<file path="config.mk">
export PLATFORM = sky130hd
export DESIGN_NAME = ssd_sqrt
export DESIGN_NICKNAME = d
export VERILOG_FILES = /design/src/design/ssd_pkg.sv /design/src/design/ssd_sqrt.sv
export SDC_FILE = /design/constraint.sdc
export NUM_CORES = 1
export LEC_CHECK = 0
export BUFFER_PORTS_ARGS = -buffer_cell sky130_fd_sc_hd__buf_2
export CAP_MARGIN = 10
export CORE_ASPECT_RATIO = 1.2
export CORE_MARGIN = 1.5
export CORE_UTILIZATION = 45
export CTS_BUF_LIST = sky130_fd_sc_hd__clkbuf_8
export CTS_CLUSTER_SIZE = 30
export DETAILED_ROUTE_END_ITERATION = 10
export HOLD_SLACK_MARGIN = 0.15
export PLACE_DENSITY_LB_ADDON = 0.25
export SYNTH_ARGS = -nofsm -noshare
export SYNTH_HDL_FRONTEND = slang
export SYNTH_SLANG_ARGS = --single-unit
</file>
<file path="constraint.sdc">
create_clock -name clk -period 7.26 [get_ports clk]
set_clock_uncertainty 0.15 [all_clocks]
set_input_delay 0.726 -clock clk [delete_from_list [all_inputs] [get_ports clk]]
set_output_delay 0.726 -clock clk [all_outputs]
set_load 0.03 [all_outputs]
</file>
<file path="src/design/ssd_pkg.sv">
// shared types and constants for the sample descriptive statistics core
package ssd_pkg;

  localparam int MAX_SAMPLES_DEF = 1024;

  localparam logic [62:0] VAR_MAX = {63{1'b1}};
  localparam logic [30:0] STD_MAX = {31{1'b1}};

  localparam logic [1:0] STAT_OK     = 2'd0;
  localparam logic [1:0] STAT_SINGLE = 2'd1;
  localparam logic [1:0] STAT_DROP   = 2'd2;
  localparam logic [1:0] STAT_SAT    = 2'd3;

  typedef struct packed {
    logic signed [31:0] sample;
    logic               last;
  } in_item_t;

  typedef struct packed {
    logic signed [31:0] maximum;
    logic signed [31:0] minimum;
    logic signed [31:0] average;
    logic [62:0]        spread_squared;
    logic [30:0]        std_deviation;
    logic [10:0]        sample_count;
    logic [1:0]         status;
  } out_item_t;

endpackage

</file>
<file path="src/design/ssd_sqrt.sv">
// bit-serial floor square root of a 64-bit value, two radicand bits per cycle
module ssd_sqrt import ssd_pkg::*; (
  input  logic        clk,
  input  logic        rst_n,
  input  logic        start,
  input  logic [63:0] value,
  output logic        done,
  output logic [31:0] root
);

  logic [63:0] val_r;
  logic [31:0] root_r;
  logic [33:0] rem_r;
  logic [5:0]  cnt_r;
  logic        busy_r;
  logic        done_r;
  logic [35:0] rem_sh;
  logic [35:0] trial;
  logic        ge;
  logic [35:0] diff;

  assign rem_sh = {rem_r, val_r[63:62]};
  assign trial  = {2'b00, root_r, 2'b01};
  assign ge     = rem_sh >= trial;
  assign diff   = rem_sh - trial;

  always_ff @(posedge clk) begin
    if (!rst_n) begin
      busy_r <= 1'b0;
      done_r <= 1'b0;
      cnt_r  <= '0;
    end else begin
      done_r <= 1'b0;
      if (start) begin
        busy_r <= 1'b1;
        cnt_r  <= 6'd32;
        val_r  <= value;
        root_r <= '0;
        rem_r  <= '0;
      end else if (busy_r) begin
        val_r  <= {val_r[61:0], 2'b00};
        root_r <= {root_r[30:0], ge};
        rem_r  <= ge ? diff[33:0] : rem_sh[33:0];
        cnt_r  <= cnt_r - 6'd1;
        if (cnt_r == 6'd1) begin
          busy_r <= 1'b0;
          done_r <= 1'b1;
        end
      end
    end
  end

  assign done = done_r;
  assign root = root_r;

endmodule

</file>
-- Yosys cells after proc, flatten, opt, wreduce, memory -nomap -nowiden
Cells that the tools add are included.
- $add $sub $neg: 2
- $mul: 0
- div/mod/pow operators: 0
- $lt $le $gt $ge: 1
- eq/ne operators: 1
- shifts and indexed selects: 0
- muxes and demuxes: 11
- bitwise operators: 2
- reduce and logical (&&, ||, !) cells: 4
- operator list (operator ; number):
    $mux 64 ; 2
    $mux 34 ; 2
    $ge 36x34->1 ; 1
    $sub 34x34->34 ; 1
    $mux 32 ; 1
    $mux 6 ; 2
    $eq 6x1->1 const B ; 1
    $sub 6x1->6 const B ; 1
    $mux 1 ; 4
    $reduce_or 3->1 ; 1
    $not 1->1 ; 2
    $reduce_and 2->1 ; 1
    $reduce_bool 2->1 ; 1
    $reduce_or 2->1 ; 1
- register bits after elaboration: 138
- latch bits: 0
- memory bits (writable): 0
- bits in read-only memories: 0
- output and inout port bits: 33
- memories kept: 0

-- Depth between registers and ports, before layout
- depth in word-level cells: 4
- gate-level depth with buffers: 14
- mapped depth without buffers: 10

-- Least setup slack after synthesis
OpenSTA, ideal clock, no wires.
- path kind: input to register
- from: input port start
- to: register rem_r[0] (enable)
- library setup time: 501 ps
- arrival time: 4253 ps
- data required time: 6609 ps
- setup slack: 2356 ps
- stages: 3
- path buffers: 2
- path through: clkbuf_1 clkbuf_1 o21a_1
- word-level cells in the longest chain between the ends: 2
- ends and longest elaborated chain (element ; RTL line ; source):
    start, declared ; ssd_sqrt.sv:5 ; input logic start,
    $reduce_bool 2->1 (no line) ; - ;
    $reduce_and 2->1 (no line) ; - ;
    end signal, assigned ; ssd_sqrt.sv:43 ; rem_r <= ge ? diff[33:0] : rem_sh[33:0];
    end, declared ; ssd_sqrt.sv:13 ; logic [33:0] rem_r;
Every way passes these cells.
A chain may end at the register's enable or synchronous reset.

-- Final worst setup path
- from: register rem_r[24]
- to: register rem_r[25] (data pin)
- word-level cells in the longest chain between the ends: 3
- ends and longest elaborated chain (element ; RTL line ; source):
    $ge 36x34->1 ; ssd_sqrt.sv:24 ; assign ge = rem_sh >= trial;
    $mux 34 ; ssd_sqrt.sv:43 ;
    $mux 34 ; ssd_sqrt.sv:40 ; end else if (busy_r) begin
Every way passes these cells. The select of a mux whose other input is x is not followed.

==> results.ini <==
[sta]
rsz0062_at_grt = no
finalCritPeriodShare_pct = 49.20
period_needed_ps = 3572
drv_slew = 0
worst_slew_pin_slew_ps = 1063
fmax_ghz = 0.2799
fin_tns_setup_ps = 0
hold_viol_final = 0
relSlewSlack_pct = 29.14
finalSetupViolations = 0

[layout]
n_fill_cell = 1539
syn_to_final_growth_pct = 13.00
num_antenna_cells = 0
layout-drive-gt1-share_pct = 26.18
utilization_pct = 51.82
mostFrequentLayoutCells = edfxtp_1 (130), buf_2 (98), nor2_1 (79)
nNetsFinal = 873
mostFrequentLayoutCell = edfxtp_1
stdcell_area_um2 = 8732

[synthesis]
synth_top_area_share_pct = 50.52
netlist_area_um2 = 7727
synth_top_cell_by_area = edfxtp_1
synth_area_leaders = edfxtp_1 (51%), mux2_2 (9.0%), ha_1 (5.8%)
syn_nets = 785
syn_area_per_cell_um2 = 11.33
synth-async-reset-ratio_pct = 0
synthFlopType = edfxtp_1
ys_ff_latch = 138
yosys_warnings = 0
synth_edf_count = 130
synth.distinct_cells = 59
yosysSeqAreaShare_pct = 52.59
syn_inst = 682

[floorplan]
num_rows = 52
ioPinCount = 100
die_h_um = 146.6
die-area_um2 = 17970
die_w_um = 122.6
initial_core_util_pct = 45.86
coreArea_um2 = 16850

[clocking]
clock_latency_ps = 460
tritoncts = built
post_cts_resized = 0
clock-root-buffer = clkbuf_8
cts.sink_count = 138
cts_setup_buffers = 0
numCtsBuffers = 17
clockBufferDepth = 2
cts.clk_slew.worst_paths_ps = 80
hold_buffers = 0
h-tree-depth = 4

[global_route]
grt_pass1_wl_um = 26760
gr-total-overflow = 0
grt.total_usage_pct = 18.84
grt_max_degree = 84
antenna_found_initial = 1
grt_pass1_vias = 5693

[critical_path]
cp-startpoint = rem_r[24]
path_cells = ha_1 -> nand2_1 -> nor3_1 -> a221oi_2 -> a31oi_2 -> o2111ai_4 -> nand2_2 -> nor3b_1 -> a31o_2
crit_path_max_incr_delay_ps = 650
ff2ff_path_depth = 9
arrival_ps = 3640
crit_type = reg -> reg
critPathLaunchType = flip-flop
crit_slowest_cell = nand2_2
r2r_end = rem_r[25]
path_max_fanout = 34
regToRegSetupSlack_ps = 3690
cp-end-kind = flip-flop
required_ps = 7330
rr_startpoint = rem_r[24]

[worst_hold_path]
min_to = cnt_r[0]
min_from = cnt_r[0]
worstHoldPathCells = 2
hold_class = reg -> reg

[power_and_ir_drop]
ir_worst_vdd_v = 0.0001463
power_density_nw_per_um2 = 243.7
p_leak_nw = 3.473

[run]
cap_violations = 0

[routing]
vias_per_cell = 5.520
vias = 5514
dr.pass1.iters = 5
routedWlPerCell_um = 16.12
drtAntennaViolNets = 0
drc = 0
totalWireLength_um = 16110
drt_iter0_markers = 325

[placement]
gp_congestion = 0.8970
place_area_um2 = 8348
io_buffer_count = 99
dp_hpwl_um = 11250

[outcome]
status = complete, no violations

## where the power goes
group,internal (mW),leakage (nW),total [mW],switching (mW)
logic,0.210,1.95,0.523,0.313
clock network,0.305,0.206,0.625,0.320
registers,0.953,1.32,0.980,0.0270
## stage by stage
step / hold slack [ps] / power [mW] / setup slack [ps] / cells
final: 334.8 / 2.128 / 3688 / 999
after global routing: 361.2 / 2.235 / 3435 / 999
after CTS: 330.6 / 2.143 / 3740 / 999
after detailed placement: 319.5 / 1.517 / 3738 / 967
after global placement: 310.5 / 1.504 / 3828 / 967
after floorplan: 303.6 / 1.403 / 2356 / 682
## critical path: cells and delay by family (launching register included)
kind,cells,cell delay (ps)
AND/OR/NAND/NOR,4,1310
AO/OA/AOI/OAI,4,920
flip-flops,1,440
adder cells (fa/ha/maj),1,490
## logic make-up (layout without fill, tap and decap cells)
logic type / after synthesis / in the layout / synth area share (%)
fa+ha+maj: 36 / 36 / 5.829
flops: 138 / 138 / 52.59
buf+inv: 81 / 182 / 4.582
mux: 72 / 72 / 10.33
xor+xnor: 33 / 33 / 3.740
simple gates: 185 / 185 / 11.04
compound gates: 137 / 137 / 11.89
## how the worst max path moves through the flow
stage,to,slack [ps]
3_5_place_dp,rem_r[21],3740
2_1_floorplan,rem_r[0],2360
4_1_cts,rem_r[25],3740
6_report,rem_r[25],3690
3_3_place_gp,rem_r[25],3830
5_1_grt,rem_r[23],3440
## Yosys cell counts (4+ instances only)
library cell	instances
edfxtp_1	130
nor2_1	79
mux2_2	62
a21oi_1	49
inv_1	49
ha_1	36
nand2_1	34
clkbuf_1	22
o21ai_0	19
xnor2_1	19
nand3_1	18
xor2_1	14
a211oi_1	12
nor3_1	12
mux2i_1	10
dfxtp_1	8
nand4_1	8
o21a_1	8
a31oi_1	6
and2_1	6
buf_6	6
a21o_1	5
o31ai_1	5
nor2b_1	4
o21bai_1	4
or3_1	4
## flip-flops by register name, indices dropped and copies added, names as in the netlist
signal,cells
val_r,64
rem_r,34
root,32
cnt_r,6
busy_r,1
done,1
## final cells by class
| cell class | count | area [um^2] | area share, % |
|---|---|---|---|
| timing repair buffer | 101 | 513.0 | 5.875 |
| tap | 216 | 270.3 | 3.095 |
| multi-input combinational | 463 | 3317 | 37.99 |
| sequential | 138 | 4064 | 46.54 |
| clock buffer | 17 | 234.0 | 2.679 |
| inverter | 49 | 183.9 | 2.106 |
| clock inverter | 15 | 150.1 | 1.719 |
## routing by layer
metal  GRT usage (%)  wire [um]  vias to the layer above  share of wire [%]
li1                -          -                     2688                  -
met1           22.40       6810                     2640                 42
met2           31.34       7916                      153                 49
met3           6.875       1087                       31                6.7
met4           6.337        279                        2                1.7
met5               0         13                        -              0.081
No activity file was read; power rests on OpenSTA's default activity.
