[src/design/ssd_pkg.sv]
// shared types and constants for the sample descriptive statistics core
package ssd_pkg;

  localparam int MAX_SAMPLES_DEF = 1024;

  localparam logic [62:0] VAR_MAX = {63{1'b1}};
  localparam logic [30:0] STD_MAX = {31{1'b1}};

  localparam logic [1:0] STAT_OK     = 2'd0;
  localparam logic [1:0] STAT_SINGLE = 2'd1;
  localparam logic [1:0] STAT_DROP   = 2'd2;
  localparam logic [1:0] STAT_SAT    = 2'd3;

  typedef struct packed {
    logic signed [31:0] sample;
    logic               last;
  } in_item_t;

  typedef struct packed {
    logic signed [31:0] maximum;
    logic signed [31:0] minimum;
    logic signed [31:0] average;
    logic [62:0]        spread_squared;
    logic [30:0]        std_deviation;
    logic [10:0]        sample_count;
    logic [1:0]         status;
  } out_item_t;

endpackage

[src/design/ssd_div.sv]
// iterative restoring divider, one quotient bit per cycle
module ssd_div import ssd_pkg::*; #(
  parameter int DW = 74,
  parameter int CW = 11
) (
  input  logic          clk,
  input  logic          rst_n,
  input  logic          start,
  input  logic [DW-1:0] dividend,
  input  logic [CW-1:0] divisor,
  output logic          done,
  output logic [DW-1:0] quotient
);

  localparam int NW = $clog2(DW + 1);

  logic [DW-1:0] quo_r;
  logic [CW-1:0] rem_r;
  logic [CW-1:0] dvs_r;
  logic [NW-1:0] cnt_r;
  logic          busy_r;
  logic          done_r;
  logic [CW:0]   rem_sh;
  logic          ge;
  logic [CW:0]   diff;

  assign rem_sh = {rem_r, quo_r[DW-1]};
  assign ge     = rem_sh >= {1'b0, dvs_r};
  assign diff   = rem_sh - {1'b0, dvs_r};

  always_ff @(posedge clk) begin
    if (!rst_n) begin
      busy_r <= 1'b0;
      done_r <= 1'b0;
      cnt_r  <= '0;
    end else begin
      done_r <= 1'b0;
      if (start) begin
        busy_r <= 1'b1;
        cnt_r  <= NW'(DW);
        quo_r  <= dividend;
        dvs_r  <= divisor;
        rem_r  <= '0;
      end else if (busy_r) begin
        quo_r <= {quo_r[DW-2:0], ge};
        rem_r <= ge ? diff[CW-1:0] : rem_sh[CW-1:0];
        cnt_r <= cnt_r - NW'(1);
        if (cnt_r == NW'(1)) begin
          busy_r <= 1'b0;
          done_r <= 1'b1;
        end
      end
    end
  end

  assign done     = done_r;
  assign quotient = quo_r;

endmodule

[config.mk]
export PLATFORM = sky130hd
export DESIGN_NAME = ssd_div
export DESIGN_NICKNAME = d
export VERILOG_FILES = /design/src/design/ssd_pkg.sv /design/src/design/ssd_div.sv
export SDC_FILE = /design/constraint.sdc
export NUM_CORES = 1
export LEC_CHECK = 0
export CAP_MARGIN = 20
export CORE_MARGIN = 3
export CORE_UTILIZATION = 63
export CTS_CLUSTER_SIZE = 30
export DETAILED_ROUTE_END_ITERATION = 10
export DONT_BUFFER_PORTS = 1
export PLACE_DENSITY = 0.82
export SYNTH_ARGS = -nofsm -noshare
export SYNTH_HDL_FRONTEND = slang
export SYNTH_SLANG_ARGS = --single-unit
[constraint.sdc]
create_clock -name clk -period 3.3 [get_ports clk]
set_input_delay 0 -clock clk [delete_from_list [all_inputs] [get_ports clk]]
set_output_delay 0 -clock clk [all_outputs]
set_load 0.05 [all_outputs]
# Word level (Yosys, flattened, before mapping)
# Cells that the tools add are included.
[totals] wordCells=28 output_inout_bits=75 inputBits=88 regBits=105
[op_classes] n_lt_le_gt_ge=1 add_sub_neg=2 n_reduce_logical=5 n_bitwise=2 muxes=10 n_eq_ne=1
[op_table] op="two-way mux 74 bit" n=2
[op_table] op="two-way mux 11 bit" n=2
[op_table] op="two-way mux 7 bit" n=2
[op_table] op="greater-or-equal comparator 12 x 11 -> 1 bit" n=1
[op_table] op="subtractor 11 bit" n=1
[op_table] op="equality test 7 x 1 -> 1 bit, second input constant" n=1
[op_table] op="subtractor 7 x 1 -> 7 bit, second input constant" n=1
[op_table] op="two-way mux 1 bit" n=4
[op_table] op="AND reduction 2 bit" n=2
[op_table] op="OR reduction 3 bit" n=1
[op_table] op="NOT 1 bit" n=2
[op_table] op="nonzero test 2 bit" n=1
[op_table] op="OR reduction 2 bit" n=1

# Logic depth before layout (Yosys ltp)
[depth] word_depth=4 depth_mapped=10 depth_no_buf=9

# Worst setup path before layout
# OpenSTA, ideal clock, no wires.
[synth_timing] path_kind="register -> register" from="register busy_r" to="register quo_r[0] (netlist: quotient[0]) (enable)" path_stages_with_launch=3 setup_time_ns=0.451 arrival_ns=2.517 path_buffers=1 required_ns=2.849 setup_slack_ns=0.332 period_less_slack_ns=2.968 path_cell_list="dfxtp_1 > clkbuf_1 > o21a_1"
[synth_between] elab_chain_cells=2
[synth_rtl] element="start: declaration" line_no="ssd_div.sv:21" source="logic busy_r;"
[synth_rtl] element="start signal: assignment" line_no="ssd_div.sv:33" source="busy_r <= 1'b0;"
[synth_rtl] element="start signal: assignment" line_no="ssd_div.sv:39" source="busy_r <= 1'b1;"
[synth_rtl] element="start signal: assignment" line_no="ssd_div.sv:49" source="busy_r <= 1'b0;"
[synth_rtl] element="nonzero test 2 bit (no line)"
[synth_rtl] element="AND reduction 2 bit (no line)"
[synth_rtl] element="end signal: assignment" line_no="ssd_div.sv:41" source="quo_r <= dividend;"
[synth_rtl] element="end signal: assignment" line_no="ssd_div.sv:45" source="quo_r <= {quo_r[DW-2:0], ge};"
[synth_rtl] element="end: declaration" line_no="ssd_div.sv:17" source="logic [DW-1:0] quo_r;"
# Every way passes these cells.
# A chain may end at the register's enable or synchronous reset.

# Worst setup path in the final report
[layout_timing] from="register rem_r[8]" to="register rem_r[0] (data pin)"
[layout_between] elab_chain_cells=3
[layout_rtl] element="start: declaration" line_no="ssd_div.sv:18" source="logic [CW-1:0] rem_r;"
[layout_rtl] element="start signal: assignment" line_no="ssd_div.sv:46" source="rem_r <= ge ? diff[CW-1:0] : rem_sh[CW-1:0];"
[layout_rtl] element="greater-or-equal comparator 12 x 11 -> 1 bit" line_no="ssd_div.sv:28" source="assign ge = rem_sh >= {1'b0, dvs_r};"
[layout_rtl] element="two-way mux 11 bit" line_no="ssd_div.sv:46"
[layout_rtl] element="two-way mux 11 bit" line_no="ssd_div.sv:44" source="end else if (busy_r) begin"
# Every way passes these cells. The select of a mux whose other input is x is not followed.

==> flow_summary.ini <==
[outcome]
outcome = finished, final reports clean

[yosys]
synth_top_cell_by_area = edfxtp_1
synth_adder_area_share = 0.0372
async_flop_share = 0
syn_inst = 324
synth-seq-cells = 105
ys_types = 43
yosysWarningCount = 0
synth_mux_area_frac = 0.182
synthesis.area_mm2 = 0.00490
postSynthAreaPerCell_um2 = 15.1
synth-xor-area-share = 0.0214
synth_top_area_share = 0.588
synthFlopType = edfxtp_1
synth_edf_count = 96
synthTopCellsByArea = edfxtp_1 (59%), mux2_2 (17%), dfxtp_1 (3.7%)
synth_compound_area_frac = 0.0602
synth_fp_nets = 426
synthSimpleGateAreaFrac = 0.0490
synth_top_family_by_area = multiplexers
seq_area_frac_synth = 0.624

[global_route]
grt_overflow = 0
grt_max_degree = 91
antenna_found_initial = 0
grt_pass1_wl_um = 17600
grt_pass1_vias = 3295
grt.total_usage = 0.270

[clock_tree]
cts-root-buf = clkbuf_8
htree_num_levels = 3
cts_buffers = 9
clk_path_buf_depth = 2
clk_pin_slew_ps = 90
cts_tree = done
clock_sinks = 105
clk_latency_ps = 360
cts_resized = 0

[drt]
drt-pass1-iter-count = 4
num_vias = 3065
met1Wirelength_um = 4200
wl_per_cell_um = 22.1
top_layer_used = met4
drt_iter0_drc = 130
drc = 0
met2WireLength_um = 6010
drtAntennaViolNets = 0
met3WireLength_um = 931
totalWireLength_um = 11400
viasPerCell = 5.93

[floorplanning]
rows = 31
dieArea_mm2 = 0.00888
start_util = 0.662
die_y_um = 94.2
core-area_mm2 = 0.00741
dieWidth_um = 94.2
io_pins = 163

[critical_path]
path_class = register to register
endpoint_kind = register
ff2ff_setup_slack_ps = 850
crit_chain = ha_1, a2111oi_4, o21ai_2, o21ai_4, mux2_2, nor2_1
r2r_end = rem_r[0]
cp.arrival_ps = 2670
crit_path_start_kind = register
cp.required_ps = 3510
r2r_cells = 6
critPathBufInv = 0
r2r-start = rem_r[8]
critPathMaxFanout = 14
cpPeakStageDelay_ps = 440
path_delay_family = compound AO/OA/AOI/OAI gates
worst_path_max_delay_cell = o21ai_4

[layout]
insertedDiodeCount = 0
final_cell_mix = edfxtp_1 (96), dlygate4sd3_1 (88), mux2_2 (75), nor2_1 (21), inv_1 (18)
final_area_mm2 = 0.00612
finalNonFillerCells = 517
fin_nets = 516
drive_gt1_frac = 0.237
final_common_cell = edfxtp_1
area.growth.synth_to_final_pct = 24.9

[pwr]
finalPower_mw = 3.23
power_density_mw_per_mm2 = 528
ir_drop_mv = 0.319
leakagePower_nw = 2.22

[timing]
skew_ps = 10.3
timing.setup.tns_ps = 0
finalCritPeriodShare = 0.744
tightestPinTransition_ps = 602
max_freq_mhz = 407
finalHoldViolCount = 0
finalMaxSlewViolations = 0
slew_headroom = 0.599
rsz0062_at_grt = false
period_needed_ps = 2450
setup_viol = 0
setup_ws_ps = 846

[job]
cap_violations = 0

[placed_design]
port_buffers = 0
dpl_cell_area_mm2 = 0.00501
hpwl_um = 6660
post-place-cells = 413
place_ws_ps = 901
place.gp.congestion = 0.795

[min_path]
hold_path_startpoint = start
worstHoldEndpoint = rem_r[1]
min_path_type = input pin to register
min_path_cells = 2
## cell usage after synthesis (4+ instances only)
cell type,count
clkbuf_1,5
mux2_2,75
nor2_1,21
edfxtp_1,96
inv_1,18
ha_1,13
nand2_1,7
o21a_1,8
xnor2_1,9
dfxtp_1,9
a21o_1,4
a21oi_1,6
nor2b_1,4
mux2i_1,5
## cell type report
class | count | area [um^2]
clock buffer | 10 | 128
clock inverter | 5 | 81.3
fill | 386 | 1280
inverter | 18 | 67.6
multi-input combinational | 189 | 1730
sequential | 105 | 3060
tap | 99 | 124
timing repair buffer | 91 | 936
## per-layer routing
| metal | up-vias | global-route usage |
|---|---|---|
| li1 | 1392 | - |
| met1 | 1497 | 0.309 |
| met2 | 148 | 0.466 |
| met3 | 28 | 0.0994 |
| met4 | 0 | 0.0890 |
| met5 | - | 0 |
## cells by family after synthesis
family          after synthesis
xor+xnor                     12
flops                       105
buf+inv                      30
simple gates                 48
fa+ha+maj                    14
mux                          80
compound gates               35
## worst register-to-register path, delay by kind of cell, from the launching register on
kind	cells	cell delay, ps
adders and majority gates	1	410
DFF	1	410
AOI/OAI and AO/OA	3	980
muxes	1	400
and+or+nand+nor	1	100
## registers in the layout, summed over array words and instances, names as in the netlist
signal,cells
busy_r,1
cnt_r,7
done,1
dvs_r,11
quotient,74
rem_r,11
## timing repair
item,4_1_cts,5_1_grt
hold buffers,89,0
setup buffers,0,0
endpoints found under the hold margin,103,0
endpoints found under the setup margin,0,0
## report_power, final
part	switching, mW	internal, mW	total, mW	leakage (nW)
logic	0.255	0.277	0.531	1.12
clock network	0.425	0.424	0.849	0.102
registers	0.273	1.58	1.85	0.989
total	0.953	2.28	3.23	2.22
## how the worst max path moves through the flow
stage                 start     endpoint  slack (ps)  cells after the start
2_1_floorplan        busy_r  quotient[0]         330                      2
3_3_place_gp   quotient[73]    rem_r[10]         930                      9
3_5_place_dp   quotient[73]    rem_r[10]         900                      9
4_1_cts            rem_r[8]     rem_r[0]         870                      6
5_1_grt            rem_r[4]     rem_r[0]         750                      7
6_report           rem_r[8]     rem_r[0]         850                      6
## stage by stage
step | hold slack, ps | util
floorplan | 98.9 | -
global placement | 98.9 | 0.676
detailed placement | 98.9 | 0.676
CTS | 127 | 0.827
global route | 145 | 0.827
finish | 142 | 0.827
Power figures use the tool's default switching activity.
